$ cat src/tcons_pkg.sv
// Shared types, constants and command codes for the text console.
package tcons_pkg;

    localparam int COLUMNS_DEF = 80;
    localparam int ROWS_DEF    = 25;
    localparam int QUEUE_DEPTH = 2;
    localparam int QPW         = $clog2(QUEUE_DEPTH);
    localparam int ADDR_W      = 3;

    localparam logic [7:0]  ATTR_RESET  = 8'h0F;
    localparam logic [15:0] BLANK_RESET = 16'h0F20;
    localparam logic [7:0]  CH_LF       = 8'h0A;
    localparam logic [7:0]  CH_CR       = 8'h0D;
    localparam logic [7:0]  CH_SPACE    = 8'h20;

    localparam logic KIND_PUT  = 1'b0;
    localparam logic KIND_READ = 1'b1;

    localparam logic REG_IDX_ATTR = 1'b0;

    typedef enum logic [1:0] {
        OP_GLYPH = 2'd0,
        OP_LF    = 2'd1,
        OP_READ  = 2'd2
    } op_t;

    typedef struct packed {
        logic        kind;
        logic [7:0]  char_code;
        logic [10:0] cell_index;
    } req_beat_t;

    typedef struct packed {
        logic [7:0]  serial_byte;
        logic [15:0] cell_data;
        logic [4:0]  cursor_row;
        logic [6:0]  cursor_col;
        logic        scrolled;
        logic        last;
    } rsp_beat_t;

    typedef struct packed {
        op_t         op;
        logic [7:0]  char_code;
        logic [10:0] cell_index;
    } cmd_t;

endpackage

$ cat src/tcons_queue.sv
// Short command queue between the front end and the screen engine.
module tcons_queue
    import tcons_pkg::*;
(
    input  logic clk,
    input  logic rst_n,
    input  logic push,
    input  cmd_t wr_data,
    output logic full,
    input  logic pop,
    output logic not_empty,
    output cmd_t rd_data
);

    cmd_t             store [QUEUE_DEPTH];
    logic [QPW-1:0]   wr_ptr_reg;
    logic [QPW-1:0]   rd_ptr_reg;
    logic [QPW:0]     count_reg;

    localparam logic [QPW:0]   DEPTH_C = (QPW + 1)'(QUEUE_DEPTH);
    localparam logic [QPW-1:0] PTR_LAST = QPW'(QUEUE_DEPTH - 1);

    assign full      = (count_reg == DEPTH_C);
    assign not_empty = (count_reg != '0);
    assign rd_data   = store[rd_ptr_reg];

    always_ff @(posedge clk)
    begin
        if (push)
        begin
            store[wr_ptr_reg] <= wr_data;
        end
    end

    always_ff @(posedge clk or negedge rst_n)
    begin
        if (!rst_n)
        begin
            wr_ptr_reg <= '0;
            rd_ptr_reg <= '0;
            count_reg  <= '0;
        end
        else
        begin
            if (push)
            begin
                wr_ptr_reg <= (wr_ptr_reg == PTR_LAST) ? '0 : wr_ptr_reg + 1'b1;
            end
            if (pop)
            begin
                rd_ptr_reg <= (rd_ptr_reg == PTR_LAST) ? '0 : rd_ptr_reg + 1'b1;
            end
            if (push && !pop)
            begin
                count_reg <= count_reg + 1'b1;
            end
            else if (pop && !push)
            begin
                count_reg <= count_reg - 1'b1;
            end
        end
    end

endmodule

$ cat config.mk
export PLATFORM = sky130hd
export DESIGN_NAME = tcons_queue
export DESIGN_NICKNAME = d
export VERILOG_FILES = /design/src/tcons_pkg.sv /design/src/tcons_queue.sv
export SDC_FILE = /design/constraint.sdc
export NUM_CORES = 1
export LEC_CHECK = 0
export BUFFER_PORTS_ARGS = -buffer_cell sky130_fd_sc_hd__buf_2
export CAP_MARGIN = 20
export CORE_ASPECT_RATIO = 0.9
export CORE_MARGIN = 2
export CORE_UTILIZATION = 45
export CTS_CLUSTER_SIZE = 24
export DETAILED_ROUTE_END_ITERATION = 10
export PLACE_DENSITY = 0.69
export SKIP_LAST_GASP = 1
export SYNTH_ARGS = -nofsm -noshare
export SYNTH_HDL_FRONTEND = slang
export SYNTH_SLANG_ARGS = --single-unit
$ cat constraint.sdc
create_clock -name clk -period 1.8 [get_ports clk]
set_input_delay 0 -clock clk [delete_from_list [all_inputs] [get_ports clk]]
set_output_delay 0 -clock clk [all_outputs]
set_load 0.01 [all_outputs]
# After elaboration in Yosys (flattened, before gate mapping)
# Memory sizes are Yosys's and may differ from the RTL's.
# Index checks and enable logic that the tools add are counted.
[totals]
regBits = 4
ramBits = 42
input_bits = 25
out_inout_bits = 23
word_cells = 21
n_memories = 1
[memory_table]
columns = ["name", "words", "width", "rd", "rd_clocked_by_memory_dff", "write_ports", "line_no", "text"]
rows = [
  ["store", 2, 21, 1, 0, 1, "tcons_queue.sv:15", "cmd_t store [QUEUE_DEPTH];"],
]
[op_classes]
n_addsub = 4
eq_ne = 1
n_mux = 6
reduce_logical = 6
[ops]
columns = ["operator", "n"]
rows = [
  ["$mux 1", 4],
  ["$mux 2", 2],
  ["$reduce_bool 2->1", 2],
  ["$add 1x1->1 const B", 2],
  ["$add 2x1->2 const B", 1],
  ["$eq 2x2->1 const B", 1],
  ["$logic_and 1x1->1", 2],
  ["$logic_not 1->1", 2],
  ["$sub 2x1->2 const B", 1],
]

# Logic depth before layout (Yosys ltp)
[logic_depth]
depth_word = 4
depth_mapped = 5
ltp_nobuf = 5

# Worst setup path before layout
# OpenSTA, ideal clock, no wires.
[synth_timing]
kind = "reg-to-reg"
start = "register wr_ptr_reg"
end = "memory store[0][0] (netlist bit) (enable)"
setup_ns = 0.401
arrival_time_ns = 1.359
required_ns = 1.399
slack_ns = 0.040
path_stages_with_launch = 2
n_path_buf = 0
synth_period_minus_slack_ns = 1.760
path_cell_list = "dfrtp_1 nor2b_1"
[synth_rtl]
columns = ["element", "line_no", "text"]
rows = [
  ["start: declaration", "tcons_queue.sv:16", "logic [QPW-1:0] wr_ptr_reg;"],
  ["start signal: assignment", "tcons_queue.sv:47", "wr_ptr_reg <= (wr_ptr_reg == PTR_LAST) ? '0 : wr_ptr_reg + 1'b1;"],
  ["end: declaration", "tcons_queue.sv:15", ""],
]
# Straight into the memory's write port.

==> metrics.txt <==
post-place setup slack=0.725 ns; final setup violation count=0; number of cell rows=21; crit start category=flip-flop; chip height=62.5 microns; share of cells above drive strength 1=50.0%; post-CTS setup repair buffer count=0; number of CTS-inserted buffers=5; overflow left after global routing=0; path class of the lowest-slack min-delay path=input pin to async pin; Worst setup EP type=output port; Worst-Margin Slew=0.198 ns; initial standard-cell utilization of the core=46.5%; core region area=3680 sq um; Max Slew Vio Count=0; vias in the first global route=1,010; Required @ worst endpoint=1.80 ns; overall die area=4310 sq um; signed area change from the synthesized netlist to the final layout=36.9%; Top-Level Pins=48; pwr dens=1300 nW/um^2; Resize count post-CTS=0; overall via count from detail_route=949; top cell type by total area after synthesis=sky130_fd_sc_hd__edfxtp_1; filler cell count=280; CP max FO=14; fin crit share=75.9%; largest net degree at the start of global routing=15; clock transition at the register clock pins on the worst setup and hold paths after CTS=0.07 ns; routed wirelength normalized by instance count=13.1 microns; WP data arrival=1.37 ns; # H-tree levels=2; synthesized area divided by synthesized cell count=21.1 sq um; sequential element share of the synthesized area=79.6%; Net Count, Synth=107; synthesized instance count=81; count of unresolved DRC violations after routing=0; violation count after the first detailed-routing iteration=31; average vias per placed instance=4.56; setup repair after global routing missed its margin=no; worst setup margin=0.434 ns; count of input and output buffers=47; clock latency reported for the late side of the worst-skew pair=0.28 ns; number of distinct library cells after synthesis=12; max FFs per register=42; GP Congestion=0.619; time the worst path needs with I/O delays and setup=1.37 ns; number of nets in the layout=189; CTS tree=done; Post-Layout Inst Area=2340 sq um; relative slew slack=86.8%; share of the synthesized area in the top cell type=73.8%; Final Core Density=63.6%; Routed WL=2720 microns; dpl cells=178; result of the run=finished clean; Setup Skew=0.00208 ns; cell chosen for the clock root=sky130_fd_sc_hd__clkbuf_8; number of buffers between clock root and the deepest sink=2; final cell count without fillers=208; flops & latches, synth=46; DR pass1 iterations=4; Synth Cell Area=1710 sq um; Max VDD drop=0.736 mV; HPWL after DPL=1820 microns; sinks on the clock net=46; chip width=69.0 microns; Yosys warnings=0; Ant. Diodes=0; start-to-end type of the worst setup path=flip-flop to output port; number of antenna violations at the first check in global routing=0; count of endpoints failing hold in the final timing report=0; first-pass GRT wire length=4350 microns; maximum clock frequency=732 MHz; area post-placement=2030 sq um; residual antenna-violating net count after detailed routing=0; Post-Route Setup TNS=0 ns; largest cells by area after synthesis=sky130_fd_sc_hd__edfxtp_1 (74%), sky130_fd_sc_hd__mux2_2 (14%), sky130_fd_sc_hd__dfrtp_1 (5.9%); static leakage power=0.922 nW; GR Util All Layers=14.4%; maximum capacitance violations=0
## cells in the final DEF, fill, tap and decap left out
| cell type | count |
|---|---|
| sky130_fd_sc_hd__buf_2 | 47 |
| sky130_fd_sc_hd__edfxtp_1 | 42 |
| sky130_fd_sc_hd__dlygate4sd3_1 | 24 |
| sky130_fd_sc_hd__mux2_2 | 21 |
| sky130_fd_sc_hd__buf_4 | 6 |
| sky130_fd_sc_hd__clkbuf_8 | 5 |
| sky130_fd_sc_hd__xor2_1 | 4 |
| sky130_fd_sc_hd__dfrtp_1 | 4 |
| sky130_fd_sc_hd__inv_1 | 1 |
| sky130_fd_sc_hd__or2_2 | 1 |
| sky130_fd_sc_hd__and2_1 | 1 |
| sky130_fd_sc_hd__nor2b_1 | 1 |
| sky130_fd_sc_hd__nor2b_2 | 1 |
| sky130_fd_sc_hd__xnor2_1 | 1 |
| sky130_fd_sc_hd__nor2_1 | 1 |
| sky130_fd_sc_hd__ha_1 | 1 |
| sky130_fd_sc_hd__clkinv_1 | 1 |
## final cells by class
class | instances | area (sq um) | area share [%]
Multi-Input combinational cell | 32 | 324 | 13.9
Timing Repair Buffer | 77 | 520 | 22.2
Sequential cell | 46 | 1360 | 58.2
Clock buffer | 5 | 68.8 | 2.94
Inverter | 1 | 3.75 | 0.160
Tap cell | 46 | 57.6 | 2.46
Clock inverter | 1 | 3.75 | 0.160
## routing by layer
metal / track usage (%) / up-vias / wire length [microns]
met2: 23.9 / 37 / 1380
met1: 16.0 / 444 / 1130
met4: 3.68 / 0 / 0
li1: - / 468 / -
met3: 7.39 / 0 / 208
met5: 0 / - / 0
## through the flow
| step | hold slack (ns) | total power (W) |
|---|---|---|
| final | 0.0488 | 0.00304 |
| after global routing | 0.0344 | 0.00325 |
| after CTS | 0.0316 | 0.00309 |
| after detailed placement | -0.188 | 0.00251 |
| after global placement | -0.191 | 0.00249 |
| after floorplan | -0.296 | 0.00215 |
## final timing paths
| check | from | end | slack [ns] | cells after the start |
|---|---|---|---|---|
| min | rst_n | count_reg[1] | 0.05 | 2 |
| max reg2reg | wr_ptr_reg | store[0][16] | 0.72 | 2 |
| max | rd_ptr_reg | rd_data[11] | 0.43 | 3 |
| max in group asynchronous | rst_n | rd_ptr_reg | 1.63 | 2 |
| min reg2reg | count_reg[1] | count_reg[1] | 0.48 | 1 |
| min in group clk | wr_data[17] | store[0][17] | 0.43 | 2 |
## worst max-delay path, cell delays in order, from the launching register on
cell                      delay [ns]
sky130_fd_sc_hd__dfrtp_1        0.34
sky130_fd_sc_hd__buf_4          0.23
sky130_fd_sc_hd__mux2_2         0.37
sky130_fd_sc_hd__buf_2          0.14
## logic make-up (layout without fill, tap and decap cells)
kind of cell,after synthesis,count (layout),share of synthesized area (%)
buf+inv,3,84,1.54
simple gates,5,5,1.68
mux,21,21,13.8
flops,46,46,79.6
fa+ha+maj,1,1,0.732
xor+xnor,5,5,2.56
## cells in the mapped netlist (all sizes together)
library cell / n
inv: 1
and2: 1
dfrtp: 4
edfxtp: 42
mux2: 21
ha: 1
nor2b: 2
nor2: 1
xnor2: 1
xor2: 4
or2: 1
buf: 2
## what timing repair did
item | CTS | global route
endpoints found under the hold margin | 48 | 0
hold buffers | 24 | 0
setup endpoints to repair | 0 | 0
## power breakdown
group          switching (W)  internal, W
clock               0.000280     0.000253
sequential         0.0000727      0.00143
combinational       0.000489     0.000520
total               0.000842      0.00220
Note: power is estimated with default switching activity, not from simulation.
